--- config.mk ---
export PLATFORM = sky130hd
export DESIGN_NAME = i2c_bitbang_master
export DESIGN_NICKNAME = d
export VERILOG_FILES = /design/src/rtl/i2cbb_pkg.sv /design/src/rtl/i2cbb_front.sv /design/src/rtl/i2cbb_back.sv /design/src/rtl/i2c_bitbang_master.sv
export SDC_FILE = /design/constraint.sdc
export NUM_CORES = 1
export LEC_CHECK = 0
export ABC_CLOCK_PERIOD_IN_PS = 4200
export BUFFER_PORTS_ARGS = -buffer_cell sky130_fd_sc_hd__buf_2
export CORE_MARGIN = 2
export CORE_UTILIZATION = 57
export CTS_CLUSTER_DIAMETER = 200
export CTS_CLUSTER_SIZE = 40
export DETAILED_ROUTE_END_ITERATION = 8
export GPL_TIMING_DRIVEN = 0
export PLACE_DENSITY_LB_ADDON = 0.1
export SETUP_SLACK_MARGIN = 0.02
export SYNTH_ARGS = -nofsm -noshare
export SYNTH_HDL_FRONTEND = slang
export SYNTH_HIERARCHICAL = 1
export SYNTH_SLANG_ARGS = --single-unit
--- constraint.sdc ---
create_clock -name aclk -period 4.2 [get_ports aclk]
set_input_delay 0.42 -clock aclk [delete_from_list [all_inputs] [get_ports aclk]]
set_output_delay 0.42 -clock aclk [all_outputs]
set_load 0.1 [all_outputs]
--- src/rtl/i2cbb_pkg.sv ---
// Shared types, mode codes and line-level tables for the I2C bit-bang master.
`default_nettype none

package i2cbb_pkg;

    // Command mode codes
    localparam logic [2:0] MODE_START = 3'd0;
    localparam logic [2:0] MODE_STOP  = 3'd1;
    localparam logic [2:0] MODE_ACK   = 3'd2;
    localparam logic [2:0] MODE_NACK  = 3'd3;
    localparam logic [2:0] MODE_WAIT  = 3'd4;
    localparam logic [2:0] MODE_SEND  = 3'd5;
    localparam logic [2:0] MODE_READ  = 3'd6;
    localparam logic [2:0] MODE_NONE  = 3'd7;

    localparam int BYTE_BITS = 8;

    // Beat widths
    localparam int IN_TDATA_W  = 24;
    localparam int OUT_TDATA_W = 16;

    // One queued command
    typedef struct packed {
        logic [2:0] mode;
        logic [7:0] tx_byte;
        logic [7:0] bus_sda_bits;
    } cmd_t;

    // Line levels of one interval
    typedef struct packed {
        logic scl;
        logic sda;
    } line_t;

    // Last phase index inside one bit slot of a mode
    function automatic logic [2:0] last_phase(input logic [2:0] mode);
        logic [2:0] r;
        unique case (mode)
            MODE_START: r = 3'd1;
            MODE_STOP:  r = 3'd1;
            MODE_ACK:   r = 3'd4;
            MODE_NACK:  r = 3'd2;
            MODE_WAIT:  r = 3'd2;
            MODE_SEND:  r = 3'd3;
            MODE_READ:  r = 3'd2;
            default:    r = 3'd0;
        endcase
        return r;
    endfunction

    // True for modes that run over eight bit slots
    function automatic logic is_byte_mode(input logic [2:0] mode);
        return (mode == MODE_SEND) || (mode == MODE_READ);
    endfunction

    // SCL/SDA for a given mode, phase and data bit; sda_prev is the level held
    function automatic line_t line_level(input logic [2:0] mode,
                                         input logic [2:0] phase,
                                         input logic       data_bit,
                                         input logic       sda_prev);
        line_t l;
        l.scl = 1'b0;
        l.sda = 1'b1;
        unique case (mode)
            MODE_START: begin
                l.scl = 1'b1;
                l.sda = (phase == 3'd0);
            end
            MODE_STOP: begin
                l.scl = 1'b1;
                l.sda = (phase != 3'd0);
            end
            MODE_ACK: begin
                l.scl = (phase == 3'd2);
                l.sda = (phase == 3'd0) || (phase == 3'd4);
            end
            MODE_NACK, MODE_WAIT, MODE_READ: begin
                l.scl = (phase == 3'd1);
                l.sda = 1'b1;
            end
            MODE_SEND: begin
                l.scl = (phase == 3'd2);
                l.sda = (phase == 3'd0) ? sda_prev : data_bit;
            end
            default: begin
                l.scl = 1'b1;
                l.sda = 1'b1;
            end
        endcase
        return l;
    endfunction

endpackage

`default_nettype wire

--- src/rtl/i2cbb_front.sv ---
// Front end: accepts command beats, drops unused modes, queues the rest.
`default_nettype none

module i2cbb_front (
    input  wire logic                aclk,
    input  wire logic                aresetn,
    input  wire logic                s_tvalid,
    output logic                     s_tready,
    input  wire logic [23:0]         s_tdata,   // mode[2:0], tx_byte[10:3], bus_sda_bits[18:11]
    output logic                     q_valid,
    output i2cbb_pkg::cmd_t          q_cmd,
    input  wire logic                q_pop
);
    import i2cbb_pkg::*;

    cmd_t       entry_reg [2];
    logic       wr_ptr_reg, wr_ptr_next;
    logic       rd_ptr_reg, rd_ptr_next;
    logic [1:0] count_reg,  count_next;
    cmd_t       in_cmd;
    logic       push;

    // Unpack the input beat
    assign in_cmd.mode         = s_tdata[2:0];
    assign in_cmd.tx_byte      = s_tdata[10:3];
    assign in_cmd.bus_sda_bits = s_tdata[18:11];

    assign s_tready = (count_reg != 2'd2);
    assign push     = s_tvalid && s_tready && (in_cmd.mode != MODE_NONE);
    assign q_valid  = (count_reg != 2'd0);
    assign q_cmd    = entry_reg[rd_ptr_reg];

    // Pointer and fill bookkeeping
    always_comb begin
        wr_ptr_next = wr_ptr_reg ^ push;
        rd_ptr_next = rd_ptr_reg ^ q_pop;
        count_next  = count_reg + {1'b0, push} - {1'b0, q_pop};
    end

    always_ff @(posedge aclk) begin
        if (!aresetn) begin
            wr_ptr_reg <= 1'b0;
            rd_ptr_reg <= 1'b0;
            count_reg  <= 2'd0;
        end else begin
            wr_ptr_reg <= wr_ptr_next;
            rd_ptr_reg <= rd_ptr_next;
            count_reg  <= count_next;
        end
    end

    // Queue storage
    always_ff @(posedge aclk) begin
        if (push) begin
            entry_reg[wr_ptr_reg] <= in_cmd;
        end
    end

endmodule

`default_nettype wire

--- src/rtl/i2cbb_back.sv ---
// Back end: steps through the line states of one command into an output register.
`default_nettype none

module i2cbb_back (
    input  wire logic                aclk,
    input  wire logic                aresetn,
    input  wire logic                q_valid,
    input  wire i2cbb_pkg::cmd_t     q_cmd,
    output logic                     q_pop,
    output logic                     m_tvalid,
    input  wire logic                m_tready,
    output logic [15:0]              m_tdata,   // scl_level[0], sda_level[1], rx_byte[9:2], nack_seen[10]
    output logic                     m_tlast
);
    import i2cbb_pkg::*;

    cmd_t       cmd_reg;
    logic       busy_reg,  busy_next;
    logic [2:0] phase_reg, phase_next;
    logic [2:0] bit_reg,   bit_next;
    logic       sda_cur_reg;
    logic       out_valid_reg, out_valid_next;
    logic       scl_out_reg, sda_out_reg, nack_out_reg, last_out_reg;
    logic [7:0] rx_out_reg;

    logic       fire;
    logic       is_last;
    logic       data_bit;
    line_t      lvl;

    // Current interval
    assign fire     = busy_reg && (!out_valid_reg || m_tready);
    assign is_last  = (phase_reg == last_phase(cmd_reg.mode)) &&
                      (!is_byte_mode(cmd_reg.mode) || (bit_reg == 3'(BYTE_BITS - 1)));
    assign data_bit = cmd_reg.tx_byte[3'(BYTE_BITS - 1) - bit_reg];
    assign lvl      = line_level(cmd_reg.mode, phase_reg, data_bit, sda_cur_reg);
    assign q_pop    = q_valid && (!busy_reg || (fire && is_last));

    // Sequencer control
    always_comb begin
        busy_next      = busy_reg;
        phase_next     = phase_reg;
        bit_next       = bit_reg;
        out_valid_next = out_valid_reg;
        if (m_tready) begin
            out_valid_next = 1'b0;
        end
        if (fire) begin
            out_valid_next = 1'b1;
            if (is_last) begin
                busy_next  = 1'b0;
                phase_next = 3'd0;
                bit_next   = 3'd0;
            end else if (phase_reg == last_phase(cmd_reg.mode)) begin
                phase_next = 3'd0;
                bit_next   = bit_reg + 3'd1;
            end else begin
                phase_next = phase_reg + 3'd1;
            end
        end
        if (q_pop) begin
            busy_next  = 1'b1;
            phase_next = 3'd0;
            bit_next   = 3'd0;
        end
    end

    always_ff @(posedge aclk) begin
        if (!aresetn) begin
            busy_reg      <= 1'b0;
            phase_reg     <= 3'd0;
            bit_reg       <= 3'd0;
            out_valid_reg <= 1'b0;
            sda_cur_reg   <= 1'b1;
        end else begin
            busy_reg      <= busy_next;
            phase_reg     <= phase_next;
            bit_reg       <= bit_next;
            out_valid_reg <= out_valid_next;
            if (fire) begin
                sda_cur_reg <= lvl.sda;
            end
        end
    end

    // Command and result payload
    always_ff @(posedge aclk) begin
        if (q_pop) begin
            cmd_reg <= q_cmd;
        end
        if (fire) begin
            scl_out_reg  <= lvl.scl;
            sda_out_reg  <= lvl.sda;
            last_out_reg <= is_last;
            rx_out_reg   <= (is_last && cmd_reg.mode == MODE_READ) ? cmd_reg.bus_sda_bits : 8'd0;
            nack_out_reg <= is_last && (cmd_reg.mode == MODE_WAIT) && cmd_reg.bus_sda_bits[0];
        end
    end

    assign m_tvalid = out_valid_reg;
    assign m_tlast  = last_out_reg;
    assign m_tdata  = {5'd0, nack_out_reg, rx_out_reg, sda_out_reg, scl_out_reg};

endmodule

`default_nettype wire

--- src/rtl/i2c_bitbang_master.sv ---
// Top level of the I2C bit-bang master: command queue front end and line sequencer.
`default_nettype none

// Each accepted command expands into a run of SCL/SDA line states, one result
// beat per bus delay interval: start 2, stop 2, ack 5, nack 3, wait ack 3,
// send byte 32 and read byte 24 beats. The sequencer emits one beat per clock
// while the result side is ready, and takes the next command from a two-entry
// command queue as it issues the last beat of the current one. Mode 7 is
// accepted and discarded without a result.
// The sampled byte (read byte) and the ack flag (wait ack) appear on the last
// beat of the command, marked by m_tlast; they are zero on all other beats.
// SDA is released high after reset.

module i2c_bitbang_master (
    input  wire logic        aclk,
    input  wire logic        aresetn,
    input  wire logic        s_tvalid,
    output logic             s_tready,
    input  wire logic [23:0] s_tdata,   // mode[2:0], tx_byte[10:3], bus_sda_bits[18:11]
    output logic             m_tvalid,
    input  wire logic        m_tready,
    output logic [15:0]      m_tdata,   // scl_level[0], sda_level[1], rx_byte[9:2], nack_seen[10]
    output logic             m_tlast
);
    import i2cbb_pkg::*;

    logic q_valid;
    logic q_pop;
    cmd_t q_cmd;

    i2cbb_front u_front (
        .aclk     (aclk),
        .aresetn  (aresetn),
        .s_tvalid (s_tvalid),
        .s_tready (s_tready),
        .s_tdata  (s_tdata),
        .q_valid  (q_valid),
        .q_cmd    (q_cmd),
        .q_pop    (q_pop)
    );

    i2cbb_back u_back (
        .aclk     (aclk),
        .aresetn  (aresetn),
        .q_valid  (q_valid),
        .q_cmd    (q_cmd),
        .q_pop    (q_pop),
        .m_tvalid (m_tvalid),
        .m_tready (m_tready),
        .m_tdata  (m_tdata),
        .m_tlast  (m_tlast)
    );

endmodule

`default_nettype wire
Word level (Yosys, flattened, before mapping)
Memory sizes are Yosys's and may differ from the RTL's. A register that Yosys moved wholly into a read port is not among the register bits. Index checks and enable logic that the tools add are counted.

Input bits: 28. RAM bits: 38. Logic and storage cells: 85. Flip-flop bits (word level): 25. Memories: 1. Output and inout bits: 19.

Memory list: u_front.entry_reg (depth 2, bits a word 19, read ports 1, clocked after Yosys merged registers in 1, write ports 1, line i2cbb_front.sv:16) `cmd_t entry_reg [2];`.

Reduce and logical (&&, ||, !) cells: 30. Bitwise logic cells: 3. Multiplexer cells: 18. Eq/ne operators: 14. Add/sub/neg operators: 5. $lt $le $gt $ge: 1.

Operator list (number): two-way mux 3 bit (6); equality test 3 bit (second input constant) (5); case mux 3 bit (4 select lines) (1); case mux 2 bit (5 select lines) (1); nonzero test 2 bit (5); equality test 3 x 2 -> 1 bit (second input constant) (3); logical AND 1 bit (9); two-way mux 1 bit (9); adder 3 x 1 -> 3 bit (second input constant) (2); equality test 3 x 1 -> 1 bit (second input constant) (2); equality test 3 bit (2); logical NOT 3 bit (2); logical OR 1 bit (5); less-than comparator 3 x 4 -> 1 bit (second input constant) (1); AND reduction 2 bit (2); OR reduction 2 bit (2); binary-select mux 1 bit (select 3 bit) (1); logical NOT 1 bit (3); != test 3 bit (second input constant) (1); nonzero test 3 bit (1); OR reduction 3 bit (1); subtractor 3 bit (first input constant) (1); adder 2 x 1 -> 2 bit (1); != test 2 bit (second input constant) (1); other kinds (3) (4).

Longest topological paths before layout
Word-level depth: 10. Mapped depth: 12.

Cells and area by module
The synthesis kept the hierarchy.

Modules (own cells, without submodules): i2cbb_back (cells each 139, area an instance 1845.5 um2, instances 1); i2cbb_front (cells each 86, area an instance 1660.3 um2, instances 1).

Worst setup path before layout
Ideal clock, no wire load.

Path kind: register to register. Start point: reg, netlist name u_back/cmd_reg[18]. End point: reg u_front.count_reg[1]. Path slack: 1112 ps. Stages on the path, launching flop included: 12. Data arrival time: 3016 ps. Data required time: 4128 ps. Clock period less this slack: 3088 ps. Buffers on the path: 1. Library setup time: 72 ps. Path through: edfxtp_1 -> or4b_1 -> nor3_2 -> nor3_2 -> buf_2 -> o31ai_1 -> and2_1 -> xnor2_1 -> ha_1 -> xor2_1 -> or2_0 -> mux2i_1.

Longest elaborated chain between the ends: 9. Elaborated cells on any way between the ends: 19. Classes of those cells: 1 x add/sub; 7 x eq/ne; 1 x mux; 10 x reduce/logical.

RTL lines: equality test 3 x 2 -> 1 bit, or another cell as far along (line i2cbb_pkg.sv:38) `unique case (mode)`; OR reduction 3 bit (no line), or another cell as far along; case mux 3 bit (4 select lines) or logical NOT 1 bit (tied branches) (line i2cbb_pkg.sv:38, i2cbb_back.sv:34); equality test 3 bit or logical OR 1 bit (tied branches) (line i2cbb_back.sv:33, i2cbb_back.sv:34); logical AND 1 bit (*) (line i2cbb_back.sv:33) `assign is_last = (phase_reg == last_phase(cmd_reg.mode)) &&`; logical AND 1 bit (*) (line i2cbb_back.sv:37) `assign q_pop = q_valid && (!busy_reg || (fire && is_last));`; logical OR 1 bit (*) (line i2cbb_back.sv:37); logical AND 1 bit (*) (line i2cbb_back.sv:37); via q_pop (line i2c_bitbang_master.sv:28) `logic q_pop;`; subtractor 2 x 1 -> 2 bit (*) (line i2cbb_front.sv:37) `count_next = count_reg + {1'b0, push} - {1'b0, q_pop};`; end signal, assigned (line i2cbb_front.sv:48) `count_reg <= count_next;`; end, declared (line i2cbb_front.sv:19) `logic [1:0] count_reg, count_next;`.

The timed path passes the listed nets; every way through them passes the cells marked *. A chain may end at the register's enable or synchronous reset.

Worst setup path after layout
Start point: reg, netlist name u_back/cmd_reg[18]. End point: reg u_front.count_reg[1].

Longest elaborated chain between the ends: 9. Elaborated cells on any way between the ends: 19. Classes of those cells: 1 x add/sub; 7 x eq/ne; 1 x mux; 10 x reduce/logical.

RTL lines (line): equality test 3 x 2 -> 1 bit, or another cell as far along (i2cbb_pkg.sv:38); OR reduction 3 bit (no line), or another cell as far along; case mux 3 bit (4 select lines) or logical NOT 1 bit (tied branches) (i2cbb_pkg.sv:38, i2cbb_back.sv:34); equality test 3 bit or logical OR 1 bit (tied branches) (i2cbb_back.sv:33, i2cbb_back.sv:34); logical AND 1 bit (*) (i2cbb_back.sv:33); logical AND 1 bit (*) (i2cbb_back.sv:37); logical OR 1 bit (*) (i2cbb_back.sv:37); logical AND 1 bit (*) (i2cbb_back.sv:37); via q_pop (i2c_bitbang_master.sv:28); subtractor 2 x 1 -> 2 bit (*) (i2cbb_front.sv:37).

Marked as above.

==> summary.txt <==
synth unique cells: 45
overflow left after global routing: 0
post-DP HPWL: 3330 microns
synthesized area: 0.00351 sq mm
Die Area: 0.00679 sq mm
Pleak: 1.49 nW
Die Height: 82.4 microns
fin nets: 313
max-capacitance violation count: 0
Starting Density: 59.2%
Buf/Inv on CP: 1
delay-heaviest family, CP: simple AND/OR/NAND/NOR gates
row count: 28
Slew headroom: 32.0%
commonest non-fill, non-tap cell in the layout: edfxtp_1
total track usage: 16.5%
n_diodes: 0
Worst Path Arrival: 3.86 ns
Finished Cell Area: 0.00401 sq mm
Core Box Area: 0.00592 sq mm
final hold violation count: 0
Clock Skews: 0.00976 ns
reg2reg end: u_front/count_reg[1]$_SDFF_PN0_
DR vias/cell: 5.19
Synth area leader: edfxtp_1
Synth Area per Inst: 15.6 sq um
largest net degree at the start of global routing: 23
maximum VDD drop: 0.000393 V
first-pass GRT wire length: 7910 microns
vias in the first global route: 1759
worst min path class: input pin to flop
port buffer count: 36
initial antenna violation count: 0
HP Start: s_tdata[14]
final setup violation count: 0
commonest cells after routing, fill and taps aside: edfxtp_1 (69), buf_2 (39), dfxtp_1 (14), inv_1 (11)
Worst R2R Path Depth: 11
Die W: 82.4 microns
Crit path required time: 4.48 ns
Worst-Skew Late Latency: 0.35 ns
R2R setup slack: 0.63 ns
post-route ant nets: 0
Post-DP Area: 0.00381 sq mm
Ports: 47
H-tree levels: 3
clock tree buffer depth: 2
power density cells: 674 mW/mm^2
Layout area overhead: 14.5%
clk sinks: 83
layout cell share with drive strength beyond 1: 33.7%
register area share after synthesis: 67.1%
Largest stage delay, worst path: 0.85 ns
Largest register FFs: 38
DRT iter0 DRCs: 73
cts hold-fix bufs: 0
fin crit period: 3.57 ns
final WL: 4920 microns
DR DRC count: 0
CP Capture Type: flop
worst hold path cell count: 1
Tcrit/Tclk final: 85.1%
YS warnings: 6
postcts setup bufs: 0
Seq cells post-synth: 83
Clock Tree Root: clkbuf_8
Max Slew Vio Count: 0
DR WL/cell: 13.8 microns
clock slew at reported path FFs: 0.09 ns
CP Launch Type: flop
Setup CP Type: flop to flop
CTS tree: yes
CTS resizes: 0
RSZ-0062 raised after global routing: false
setup TNS: 0 ns
Max Clk Rate: 0.280 GHz
number of synthesized flops with an enable pin: 69
Synth async-reset ratio: 0%
Layout fillers: 441
area share of the largest cell type after synthesis: 59.1%
Max Fanout on Critical Path: 22
Primary FF master, synth: edfxtp_1
Syn Inst Count: 225
drt pass-1 iters: 4
cts bufs inserted: 9
crit-path cells: or4b_1, nor3_2, nor3_2, buf_2, o31ai_1, and2_1, xnor2_1, ha_1, xor2_1, or2_0, mux2i_1
Worst Tran Pin Value: 1.02 ns
Worst R2R Start: u_back/cmd_reg[18]$_DFFE_PP_
via count: 1853
gpl congestion: 0.769
most frequent CP cell: nor3_2
status: completed
crit path from: u_back/cmd_reg[18]$_DFFE_PP_
Hold Path Sink: u_front/entry_reg[1][3]$_DFFE_PP_
top cells by area, synth: edfxtp_1 (59%), dfxtp_1 (8.0%), mux2_4 (4.3%), mux2_2 (3.2%), ha_1 (2.9%)
slowest cell on the critical path: and2_1
-- metal layers --
layer | part of all wire, % | GRT usage (%) | up-vias | wire length (microns)
li1 | - | - | 937 | -
met3 | 5.0 | 5.22 | 6 | 245
met5 | 0 | 0 | - | 0
met4 | 1.4 | 8.83 | 0 | 69
met1 | 43 | 19.6 | 860 | 2140
met2 | 50 | 26.8 | 50 | 2470
-- how the worst max path moves through the flow --
stage	end	depth (start not counted)
after global routing	u_front/count_reg[1]$_SDFF_PN0_	11
after global placement	u_front/count_reg[1]$_SDFF_PN0_	11
after floorplan	u_front/count_reg[1]$_SDFF_PN0_	11
after CTS	u_front/count_reg[1]$_SDFF_PN0_	11
final	u_front/count_reg[1]$_SDFF_PN0_	11
after detailed placement	u_front/count_reg[1]$_SDFF_PN0_	11
-- power by group --
part / switching, mW / total, mW / internal (mW) / leakage (nW)
sequential: 0.0638 / 1.21 / 1.14 / 0.761
clock: 0.292 / 0.571 / 0.280 / 0.102
combinational: 0.642 / 0.926 / 0.283 / 0.626
total: 0.998 / 2.70 / 1.71 / 1.49
-- synth_stat cells (all sizes together) (2+ instances only) --
| cell | n |
|---|---|
| dfxtp | 14 |
| a31oi | 2 |
| edfxtp | 69 |
| a211oi | 2 |
| nand2 | 9 |
| inv | 11 |
| and2 | 10 |
| mux2i | 2 |
| buf | 14 |
| a21boi | 9 |
| o21ai | 4 |
| ha | 8 |
| nor3 | 2 |
| nand3 | 5 |
| or4b | 2 |
| or2 | 2 |
| clkbuf | 2 |
| a21oi | 2 |
| mux4 | 2 |
| nor2 | 7 |
| xnor2 | 4 |
| nand4b | 5 |
| mux2 | 20 |
| nand2b | 3 |
-- worst register-to-register path, cell delays in order (launching register included) --
cell and delay, ns:
edfxtp_1 0.46, or4b_1 0.54, nor3_2 0.17, nor3_2 0.13, buf_2 0.20, o31ai_1 0.30
and2_1 0.85, xnor2_1 0.17, ha_1 0.23, xor2_1 0.15, or2_0 0.20, mux2i_1 0.12
-- final cells by class --
class	count	area, sq um	area share, %
Inverter	11	41.3	1.03
Buffer	16	121	3.02
Timing Repair Buffer	37	195	4.86
Sequential cell	83	2350	58.6
Multi-Input combinational cell	119	1010	25.1
Tap cell	75	93.8	2.34
Clock buffer	9	124	3.09
Clock inverter	7	76.3	1.90
-- through the flow --
stage	power, mW	setup slack [ns]	utilization [%]	cells	hold WS (ns)
after floorplan	1.98	1.11	-	229	0.453
after global placement	2.14	0.624	64.1	340	0.471
after detailed placement	2.16	0.618	64.4	341	0.484
after CTS	2.73	0.598	67.8	357	0.239
after global routing	2.85	0.314	67.8	357	0.231
final	2.70	0.626	67.8	357	0.255
-- kinds of logic after synthesis --
logic type / Yosys count / synth area share (%)
XOR/XNOR: 5 / 1.25
AO/OA/AOI/OAI: 26 / 5.39
multiplexers: 24 / 9.35
flip-flops: 83 / 67.1
other: 1 / 0.107
adder cells (fa/ha/maj): 8 / 2.86
AND/OR/NAND/NOR: 51 / 9.32
buffers and inverters: 27 / 4.64
No activity file was read; power rests on OpenSTA's default activity.
